**config.mk**
```make
export PLATFORM = sky130hd
export DESIGN_NAME = rational_fraction_alu
export DESIGN_NICKNAME = d
export VERILOG_FILES = /design/src/rtl/rfa_pkg.sv /design/src/rtl/rational_fraction_alu.sv /design/src/rtl/rfa_ctrl.sv /design/src/rtl/rfa_datapath.sv
export SDC_FILE = /design/constraint.sdc
export NUM_CORES = 2
export LEC_CHECK = 0
export BUFFER_PORTS_ARGS = -buffer_cell sky130_fd_sc_hd__buf_2
export CORE_ASPECT_RATIO = 0.7
export CORE_MARGIN = 8
export CORE_UTILIZATION = 45
export CTS_CLUSTER_SIZE = 30
export DETAILED_ROUTE_END_ITERATION = 10
export SYNTH_ARGS = -nofsm -noshare
export SYNTH_HDL_FRONTEND = slang
export SYNTH_SLANG_ARGS = --single-unit
```
**constraint.sdc**
```tcl
create_clock -name clk -period 35 [get_ports clk]
set_input_delay 7 -clock clk [delete_from_list [all_inputs] [get_ports clk]]
set_output_delay 7 -clock clk [all_outputs]
set_load 0.01 [all_outputs]
```
**src/rtl/rfa_pkg.sv**
```systemverilog
// Package for the rational fraction ALU: widths, opcodes, controller types.
package rfa_pkg;

    localparam int OperandBits = 16;
    localparam int MagBits     = 2 * OperandBits + 2;
    localparam int NumBits     = 33;
    localparam int DenBits     = 31;

    typedef enum logic [2:0] {
        OP_NORM = 3'd0,
        OP_ADD  = 3'd1,
        OP_MUL  = 3'd2,
        OP_EQ   = 3'd3,
        OP_LT   = 3'd4
    } opcode_t;

    typedef enum logic [3:0] {
        ST_IDLE,
        ST_LOAD_A,
        ST_GCD_A,
        ST_DIV_A,
        ST_LOAD_B,
        ST_GCD_B,
        ST_DIV_B,
        ST_COMBINE,
        ST_GCD_R,
        ST_DIV_R,
        ST_FINISH,
        ST_OUT
    } state_t;

    // Datapath step selected by the controller.
    typedef enum logic [3:0] {
        CMD_NONE,
        CMD_CAPTURE,
        CMD_LOAD_A,
        CMD_LOAD_B,
        CMD_GCD_STEP,
        CMD_DIV_START,
        CMD_DIV_STEP,
        CMD_STORE_A,
        CMD_STORE_B,
        CMD_COMBINE,
        CMD_STORE_R,
        CMD_FINISH
    } cmd_t;

    typedef struct packed {
        cmd_t cmd;
    } ctrl_t;

    typedef struct packed {
        logic gcd_done;
        logic div_done;
        logic need_reduce;
    } status_t;

endpackage

```
**src/rtl/rational_fraction_alu.sv**
```systemverilog
// Top level of the rational fraction ALU.
// Usage: one transaction on the input channel carries an opcode and two
// fractions a_num/a_den and b_num/b_den (16-bit two's complement). Each
// input transaction yields exactly one output transaction with res_num,
// res_den and cmp_flag.
// Both operands are normalized (zero denominator becomes one, gcd
// reduction, sign on the numerator); add and multiply results are reduced
// again. Each reduction runs a binary gcd and then a 34-step restoring
// divider, after which the quotients are stored.
// One transaction is worked on at a time and the next input is taken in
// the cycle after the result is taken.
// in_stall is high from acceptance until the result is taken.
// The result is held in out_valid with a stable payload while out_stall
// is high. Reset (rst_n low, asynchronous) returns the controller to idle
// and drops any transaction in progress.
module rational_fraction_alu (
    input  logic                               clk,
    input  logic                               rst_n,
    input  logic                               in_valid,
    output logic                               in_stall,
    input  logic [2:0]                         opcode,
    input  logic signed [15:0]                 a_num,
    input  logic signed [15:0]                 a_den,
    input  logic signed [15:0]                 b_num,
    input  logic signed [15:0]                 b_den,
    output logic                               out_valid,
    input  logic                               out_stall,
    output logic signed [rfa_pkg::NumBits-1:0] res_num,
    output logic [rfa_pkg::DenBits-1:0]        res_den,
    output logic                               cmp_flag
);
    import rfa_pkg::*;

    ctrl_t   ctrl;
    status_t status;

    rfa_ctrl u_ctrl (
        .clk       (clk),
        .rst_n     (rst_n),
        .in_valid  (in_valid),
        .in_stall  (in_stall),
        .out_valid (out_valid),
        .out_stall (out_stall),
        .status    (status),
        .ctrl      (ctrl)
    );

    rfa_datapath u_dp (
        .clk      (clk),
        .opcode   (opcode),
        .a_num    (a_num),
        .a_den    (a_den),
        .b_num    (b_num),
        .b_den    (b_den),
        .ctrl     (ctrl),
        .status   (status),
        .res_num  (res_num),
        .res_den  (res_den),
        .cmp_flag (cmp_flag)
    );

endmodule

```
**src/rtl/rfa_ctrl.sv**
```systemverilog
// Controller state machine of the rational fraction ALU.
module rfa_ctrl (
    input  logic              clk,
    input  logic              rst_n,
    input  logic              in_valid,
    output logic              in_stall,
    output logic              out_valid,
    input  logic              out_stall,
    input  rfa_pkg::status_t  status,
    output rfa_pkg::ctrl_t    ctrl
);
    import rfa_pkg::*;

    state_t state_reg;
    state_t state_next;

    // State register
    always_ff @(posedge clk or negedge rst_n)
    begin
        if (!rst_n)
        begin
            state_reg <= ST_IDLE;
        end
        else
        begin
            state_reg <= state_next;
        end
    end

    // Next state
    always_comb
    begin
        state_next = state_reg;
        unique case (state_reg)
            ST_IDLE:    if (in_valid) state_next = ST_LOAD_A;
            ST_LOAD_A:  state_next = ST_GCD_A;
            ST_GCD_A:   if (status.gcd_done) state_next = ST_DIV_A;
            ST_DIV_A:   if (status.div_done) state_next = ST_LOAD_B;
            ST_LOAD_B:  state_next = ST_GCD_B;
            ST_GCD_B:   if (status.gcd_done) state_next = ST_DIV_B;
            ST_DIV_B:   if (status.div_done) state_next = ST_COMBINE;
            ST_COMBINE: state_next = status.need_reduce ? ST_GCD_R : ST_FINISH;
            ST_GCD_R:   if (status.gcd_done) state_next = ST_DIV_R;
            ST_DIV_R:   if (status.div_done) state_next = ST_FINISH;
            ST_FINISH:  state_next = ST_OUT;
            ST_OUT:     if (!out_stall) state_next = ST_IDLE;
            default:    state_next = ST_IDLE;
        endcase
    end

    // Outputs
    always_comb
    begin
        in_stall  = (state_reg != ST_IDLE);
        out_valid = (state_reg == ST_OUT);
        ctrl.cmd  = CMD_NONE;
        unique case (state_reg)
            ST_IDLE:    if (in_valid) ctrl.cmd = CMD_CAPTURE;
            ST_LOAD_A:  ctrl.cmd = CMD_LOAD_A;
            ST_LOAD_B:  ctrl.cmd = CMD_LOAD_B;
            ST_COMBINE: ctrl.cmd = CMD_COMBINE;
            ST_GCD_A, ST_GCD_B, ST_GCD_R:
                ctrl.cmd = status.gcd_done ? CMD_DIV_START : CMD_GCD_STEP;
            ST_DIV_A:   ctrl.cmd = status.div_done ? CMD_STORE_A : CMD_DIV_STEP;
            ST_DIV_B:   ctrl.cmd = status.div_done ? CMD_STORE_B : CMD_DIV_STEP;
            ST_DIV_R:   ctrl.cmd = status.div_done ? CMD_STORE_R : CMD_DIV_STEP;
            ST_FINISH:  ctrl.cmd = CMD_FINISH;
            ST_OUT:     ctrl.cmd = CMD_NONE;
            default:    ctrl.cmd = CMD_NONE;
        endcase
    end

endmodule

```
**src/rtl/rfa_datapath.sv**
```systemverilog
// Datapath of the rational fraction ALU: operand registers, binary gcd, serial divider.
module rfa_datapath (
    input  logic                               clk,
    input  logic [2:0]                         opcode,
    input  logic signed [15:0]                 a_num,
    input  logic signed [15:0]                 a_den,
    input  logic signed [15:0]                 b_num,
    input  logic signed [15:0]                 b_den,
    input  rfa_pkg::ctrl_t                     ctrl,
    output rfa_pkg::status_t                   status,
    output logic signed [rfa_pkg::NumBits-1:0] res_num,
    output logic [rfa_pkg::DenBits-1:0]        res_den,
    output logic                               cmp_flag
);
    import rfa_pkg::*;

    localparam int OB = OperandBits;
    localparam int MB = MagBits;
    localparam int CW = $clog2(MB + 1);

    logic [2:0]      op_reg;
    logic [OB-1:0]   an_raw_reg, ad_raw_reg, bn_raw_reg, bd_raw_reg;
    // fraction a, b and working result as sign + magnitude
    logic            an_neg_reg, bn_neg_reg, w_neg_reg;
    logic [OB-1:0]   an_mag_reg, ad_mag_reg, bn_mag_reg, bd_mag_reg;
    logic [MB-1:0]   wn_reg, wd_reg;
    // gcd: binary algorithm
    logic [MB-1:0]   gx_reg, gy_reg;
    logic [CW-1:0]   gk_reg;
    // divider: restoring, one quotient bit per cycle for num and den in parallel
    logic [MB-1:0]   g_reg;
    logic [MB-1:0]   qn_reg, qd_reg, rn_reg, rd_reg;
    logic [CW-1:0]   dc_reg;
    logic            flag_reg;

    // Sign-magnitude conversion of an operand
    function automatic logic [OB:0] to_sm(input logic [OB-1:0] v);
        logic [OB-1:0] m;
        m = v[OB-1] ? (~v + 1'b1) : v;
        return {v[OB-1], m};
    endfunction

    logic [OB:0] sm_n, sm_d;
    logic [OB-1:0] src_n, src_d;
    assign src_n = (ctrl.cmd == CMD_LOAD_A) ? an_raw_reg : bn_raw_reg;
    assign src_d = (ctrl.cmd == CMD_LOAD_A) ? ad_raw_reg : bd_raw_reg;
    assign sm_n  = to_sm(src_n);
    assign sm_d  = to_sm(src_d);

    // Cross products and combine (products go through registers after)
    logic [MB-1:0] xa, xb, dprod, pprod;
    logic [MB-1:0] sum_mag;
    logic          sum_neg;
    assign xa    = MB'(an_mag_reg) * MB'(bd_mag_reg);
    assign xb    = MB'(bn_mag_reg) * MB'(ad_mag_reg);
    assign dprod = MB'(ad_mag_reg) * MB'(bd_mag_reg);
    assign pprod = MB'(an_mag_reg) * MB'(bn_mag_reg);

    always_comb
    begin
        if (an_neg_reg == bn_neg_reg)
        begin
            sum_neg = an_neg_reg;
            sum_mag = xa + xb;
        end
        else if (xa >= xb)
        begin
            sum_neg = an_neg_reg;
            sum_mag = xa - xb;
        end
        else
        begin
            sum_neg = bn_neg_reg;
            sum_mag = xb - xa;
        end
    end

    logic lt_flag;
    always_comb
    begin
        if (an_neg_reg != bn_neg_reg)
            lt_flag = an_neg_reg;
        else
            lt_flag = an_neg_reg ? (xa > xb) : (xa < xb);
    end

    // Binary gcd step; gx, gy both nonzero unless one is zero
    logic gcd_done;
    assign gcd_done = (gx_reg == '0) || (gy_reg == '0) || (gx_reg == gy_reg);
    logic [MB-1:0] gcd_val;
    assign gcd_val = ((gx_reg == '0) ? gy_reg : gx_reg) << gk_reg;

    // Divider step
    logic [MB:0] tn, td;
    assign tn = {rn_reg, qn_reg[MB-1]} - {1'b0, g_reg};
    assign td = {rd_reg, qd_reg[MB-1]} - {1'b0, g_reg};

    assign status.gcd_done    = gcd_done;
    assign status.div_done    = (dc_reg == CW'(MB));
    assign status.need_reduce = (op_reg == OP_ADD) || (op_reg == OP_MUL);

    always_ff @(posedge clk)
    begin
        unique case (ctrl.cmd)
            CMD_CAPTURE:
            begin
                op_reg     <= opcode;
                an_raw_reg <= OB'(a_num);
                ad_raw_reg <= OB'(a_den);
                bn_raw_reg <= OB'(b_num);
                bd_raw_reg <= OB'(b_den);
            end
            CMD_LOAD_A, CMD_LOAD_B:
            begin
                wn_reg <= MB'(sm_n[OB-1:0]);
                if (sm_d[OB-1:0] == '0)
                begin
                    wd_reg    <= MB'(1);
                    w_neg_reg <= sm_n[OB];
                end
                else
                begin
                    wd_reg    <= MB'(sm_d[OB-1:0]);
                    w_neg_reg <= sm_n[OB] ^ sm_d[OB];
                end
                gx_reg <= MB'(sm_n[OB-1:0]);
                gy_reg <= (sm_d[OB-1:0] == '0) ? MB'(1) : MB'(sm_d[OB-1:0]);
                gk_reg <= '0;
            end
            CMD_COMBINE:
            begin
                if (op_reg == OP_ADD)
                begin
                    wn_reg <= sum_mag; w_neg_reg <= sum_neg;
                    wd_reg <= dprod;
                    gx_reg <= sum_mag; gy_reg <= dprod;
                end
                else
                begin
                    wn_reg <= pprod; w_neg_reg <= an_neg_reg ^ bn_neg_reg;
                    wd_reg <= dprod;
                    gx_reg <= pprod; gy_reg <= dprod;
                end
                gk_reg   <= '0;
                flag_reg <= (op_reg == OP_EQ)
                    ? ((an_neg_reg == bn_neg_reg) && (an_mag_reg == bn_mag_reg)
                       && (ad_mag_reg == bd_mag_reg))
                    : ((op_reg == OP_LT) && lt_flag);
            end
            CMD_GCD_STEP:
            begin
                priority if (!gx_reg[0] && !gy_reg[0])
                begin
                    gx_reg <= gx_reg >> 1; gy_reg <= gy_reg >> 1;
                    gk_reg <= gk_reg + 1'b1;
                end
                else if (!gx_reg[0])
                    gx_reg <= gx_reg >> 1;
                else if (!gy_reg[0])
                    gy_reg <= gy_reg >> 1;
                else if (gx_reg > gy_reg)
                    gx_reg <= (gx_reg - gy_reg) >> 1;
                else
                    gy_reg <= (gy_reg - gx_reg) >> 1;
            end
            CMD_DIV_START:
            begin
                g_reg  <= gcd_val;
                qn_reg <= wn_reg; qd_reg <= wd_reg;
                rn_reg <= '0;     rd_reg <= '0;
                dc_reg <= '0;
            end
            CMD_DIV_STEP:
            begin
                if (!tn[MB]) begin rn_reg <= tn[MB-1:0]; qn_reg <= {qn_reg[MB-2:0], 1'b1}; end
                else begin rn_reg <= {rn_reg[MB-2:0], qn_reg[MB-1]}; qn_reg <= {qn_reg[MB-2:0], 1'b0}; end
                if (!td[MB]) begin rd_reg <= td[MB-1:0]; qd_reg <= {qd_reg[MB-2:0], 1'b1}; end
                else begin rd_reg <= {rd_reg[MB-2:0], qd_reg[MB-1]}; qd_reg <= {qd_reg[MB-2:0], 1'b0}; end
                dc_reg <= dc_reg + 1'b1;
            end
            CMD_STORE_A:
            begin
                an_mag_reg <= OB'(qn_reg); ad_mag_reg <= OB'(qd_reg);
                an_neg_reg <= w_neg_reg && (qn_reg != '0);
            end
            CMD_STORE_B:
            begin
                bn_mag_reg <= OB'(qn_reg); bd_mag_reg <= OB'(qd_reg);
                bn_neg_reg <= w_neg_reg && (qn_reg != '0);
            end
            CMD_STORE_R:
            begin
                wn_reg <= qn_reg; wd_reg <= qd_reg;
                w_neg_reg <= w_neg_reg && (qn_reg != '0);
            end
            CMD_FINISH:
            begin
                unique case (op_reg)
                    OP_NORM:
                    begin
                        res_num <= an_neg_reg ? -NumBits'(an_mag_reg) : NumBits'(an_mag_reg);
                        res_den <= DenBits'(ad_mag_reg);
                        cmp_flag <= 1'b0;
                    end
                    OP_ADD, OP_MUL:
                    begin
                        res_num <= w_neg_reg ? -NumBits'(wn_reg) : NumBits'(wn_reg);
                        res_den <= DenBits'(wd_reg);
                        cmp_flag <= 1'b0;
                    end
                    OP_EQ, OP_LT:
                    begin
                        res_num <= '0; res_den <= DenBits'(1); cmp_flag <= flag_reg;
                    end
                    default:
                    begin
                        res_num <= '0; res_den <= DenBits'(1); cmp_flag <= 1'b0;
                    end
                endcase
            end
            default: ;
        endcase
    end

endmodule
```
==> results.sh <==
export IMPL_reg2reg_from="u_dp.an_mag_reg[6]$_DFFE_PN_"
export IMPL_dr_pass1_iters=8
export IMPL_synthTopCellsByCount="1227 x inv_1, 951 x nand2_1, 783 x fa_1"
export IMPL_period_share_pct=34.6
export IMPL_avgViaCountPerCell=5.92
export IMPL_cts_htree_levels=2
export IMPL_first_iter_violations=6867
export IMPL_syn_area_um2=71700
export IMPL_cts_sinks=521
export IMPL_synth_edf_count=517
export IMPL_multiInputGateArea_um2=50100
export IMPL_power_uw=6530
export IMPL_cp_max_fo=20
export IMPL_synth_most_common_cell="inv_1"
export IMPL_root_buffer="clkbuf_16"
export IMPL_cts_made_buffers=57
export IMPL_yosys_most_used_dff="edfxtp_1"
export IMPL_cts_tree="built"
export IMPL_layout_drive_gt1_share_pct=5.52
export IMPL_fillerInstances=15200
export IMPL_clkSlewWorstSetupHoldPaths_ps=60
export IMPL_dr_wl_met2_mm=94.8
export IMPL_synthTopCellsByArea="fa_1 22%, edfxtp_1 22%, ha_1 12%"
export IMPL_async_flop_share_pct=0.768
export IMPL_dieArea_um2=173000
export IMPL_vias=59400
export IMPL_wirelength_mm=260
export IMPL_antenna_found_initial=17
export IMPL_die_y_um=350
export IMPL_regArea_um2=15600
export IMPL_status="finished with violations"
export IMPL_synth_top_area_share_pct=21.9
export IMPL_route_met3_wl_mm=39.1
export IMPL_fin_nets=9396
export IMPL_slowest_stage="edfxtp_1"
export IMPL_syn_num_nets=9479
export IMPL_p_per_area_nw_per_um2=85.3
export IMPL_leakage_uw=0.0353
export IMPL_min_to="u_dp.qd_reg[32]$_DFFE_PP_"
export IMPL_hold_start="u_dp.wd_reg[32]$_SDFFCE_PP0P_"
export IMPL_setup_viol=0
export IMPL_violations="capacitance limit, slew limit"
export IMPL_critPathKind="flop to flop"
export IMPL_drt_met1_wl_mm=120
export IMPL_slew_violations=8
export IMPL_num_rows=122
export IMPL_fin_setup_tns_ps=0
export IMPL_post_cts_buffers=0
export IMPL_r2r_slack_ps=22890
export IMPL_finalClockSkew_ps=51.5
export IMPL_start_util_pct=45.3
export IMPL_yosysSeqAreaShare_pct=21.8
export IMPL_detailedPlacementHpwl_mm=205
export IMPL_clock_latency_ps=680
export IMPL_die_x_um=493
export IMPL_grt_pass1_vias=58900
export IMPL_ys_warnings_count=0
export IMPL_post_route_min_period_ps=12110
export IMPL_holdBufCountCts=0
export IMPL_core_area_um2=158000
export IMPL_crit_path_start_kind="flop"
export IMPL_netlist_instances=7938
export IMPL_timing_rr_end="u_dp.wn_reg[7]$_DFFE_PP_"
export IMPL_avgSynthCellArea_um2=9.03
export IMPL_portBuffers=137
export IMPL_cts_resized=0
export IMPL_worstPathArrival_ps=12520
export IMPL_peakVddDrop_mv=0.0900
export IMPL_grt_ovfl_total=0
export IMPL_cp_required_ps=35400
export IMPL_grt_pass1_wl_mm=388
export IMPL_holdCritPathClass="flop to flop"
export IMPL_area_delta_synth_final_pct=6.70
export IMPL_top_layer_used="met5"
export IMPL_synth_distinct_cells=96
export IMPL_ctsLongestPathBuffers=3
export IMPL_grtUsageTotal_pct=29.7
export IMPL_drc=0
export IMPL_ant_nets=0
export IMPL_slowest_delay_ps=830
export IMPL_max_cap_violations=2
export IMPL_ff2ff_path_depth=36
export IMPL_worst_setup_path_end_kind="flop"
export IMPL_ys_ff_latch=521
export IMPL_yosysTopAreaCell="fa_1"
export IMPL_relSlewSlack_pct=-3.26
export IMPL_hold_viol_final=0
export IMPL_hold_depth=2
export IMPL_io_pin_count=138
export IMPL_grt_start_max_net_pins=133
export IMPL_fmaxAchievable_mhz=82.6
export IMPL_worst_pin_slew_ps=1540
export IMPL_wl_per_cell_um=26.0
export IMPL_place_congestion=1.07
export IMPL_rsz0062_at_grt="no"
==> layer usage <==
metal	GRT usage, %	vias up
met5	0	-
met4	6.48	4
met3	12.6	353
met2	38.1	3224
met1	45.3	29700
li1	-	26100
==> cell usage in the layout, fill, tap and decap left out, types with 15 or more instances in the layout <==
cell type	Yosys	layout
or3_1	38	38
a21o_1	172	172
xnor2_1	204	203
a31oi_1	38	38
a221oi_1	23	23
a211oi_1	75	75
nand4_1	39	39
inv_1	1227	1226
o211ai_1	66	66
nand2b_1	57	57
and3_1	19	18
a22o_1	21	21
a22oi_1	41	41
o21ai_1	17	17
nor3_1	94	91
a21oi_1	386	385
xor2_1	122	120
nand2_1	951	950
buf_4	0	125
o21bai_1	58	58
fa_1	783	783
buf_2	8	137
o22ai_1	26	25
nor4_1	50	49
clkbuf_16	0	58
mux2i_1	147	147
o221ai_1	15	15
ha_1	687	687
o21ai_0	238	237
nand3_1	83	82
nor2_1	351	347
a221o_1	17	17
and2_1	596	596
o21a_1	34	34
o31ai_1	38	38
nor2b_1	56	55
edfxtp_1	517	517
==> report_power, final <==
group	internal [µW]	total (µW)	switching, µW
sequential	1060	1340	287
clock	345	636	291
combinational	1510	4550	3040
==> per-stage QoR <==
step           instances  area [µm²]  hold WS (ps)  setup WS [ps]  util [%]
3_5_place_dp        9903       74600           508          23330      47.2
6_report           10000       76500           514          22890      48.4
4_1_cts            10000       76500           513          23330      48.4
5_1_grt            10000       76500           532          22690      48.4
3_3_place_gp        9903       74600           498          23630      47.2
2_1_floorplan       7938       71700           468          20550         -
==> logic make-up after synthesis <==
group	Yosys count	share of synthesized area (%)
compound gates	1415	13.0
xor+xnor	326	3.98
fa+ha+maj	1470	33.8
buf+inv	1635	8.60
flops	521	21.8
mux	170	2.54
simple gates	2401	16.2
==> layout make-up <==
cell class | count | share of cell area, %
diodes | 14 | 0.0458
clock buffers | 68 | 1.95
clock inverters | 39 | 0.509
inverters | 1229 | 6.03
multi-input cells | 5782 | 65.4
flip-flops and latches | 521 | 20.4
well taps | 2108 | 3.45
repair buffers | 264 | 2.16
==> critical path, delay by kind of cell, from the launching register on <==
family / cells / cell delay (ps)
AOI/OAI and AO/OA: 11 / 3030
xor gates and xnor gates: 2 / 320
adders and majority gates: 8 / 3970
buffers and inverters: 8 / 1220
DFF: 1 / 830
and+or+nand+nor: 7 / 2470
==> worst max path at each step <==
stage | startpoint | endpoint | slack, ps | cells after the start
after floorplan | in_valid | u_dp.dc_reg[0]$_SDFFCE_PP0P_ | 20550 | 7
after global placement | u_dp.an_mag_reg[6]$_DFFE_PN_ | u_dp.wn_reg[7]$_DFFE_PP_ | 23630 | 36
after detailed placement | u_dp.an_mag_reg[6]$_DFFE_PN_ | u_dp.gx_reg[7]$_DFFE_PP_ | 23330 | 36
after CTS | u_dp.an_mag_reg[6]$_DFFE_PN_ | u_dp.wn_reg[7]$_DFFE_PP_ | 23330 | 36
after global routing | u_dp.an_mag_reg[6]$_DFFE_PN_ | u_dp.wn_reg[7]$_DFFE_PP_ | 22690 | 36
final | u_dp.an_mag_reg[6]$_DFFE_PN_ | u_dp.wn_reg[7]$_DFFE_PP_ | 22890 | 36
(Power assumes the default switching activity.)
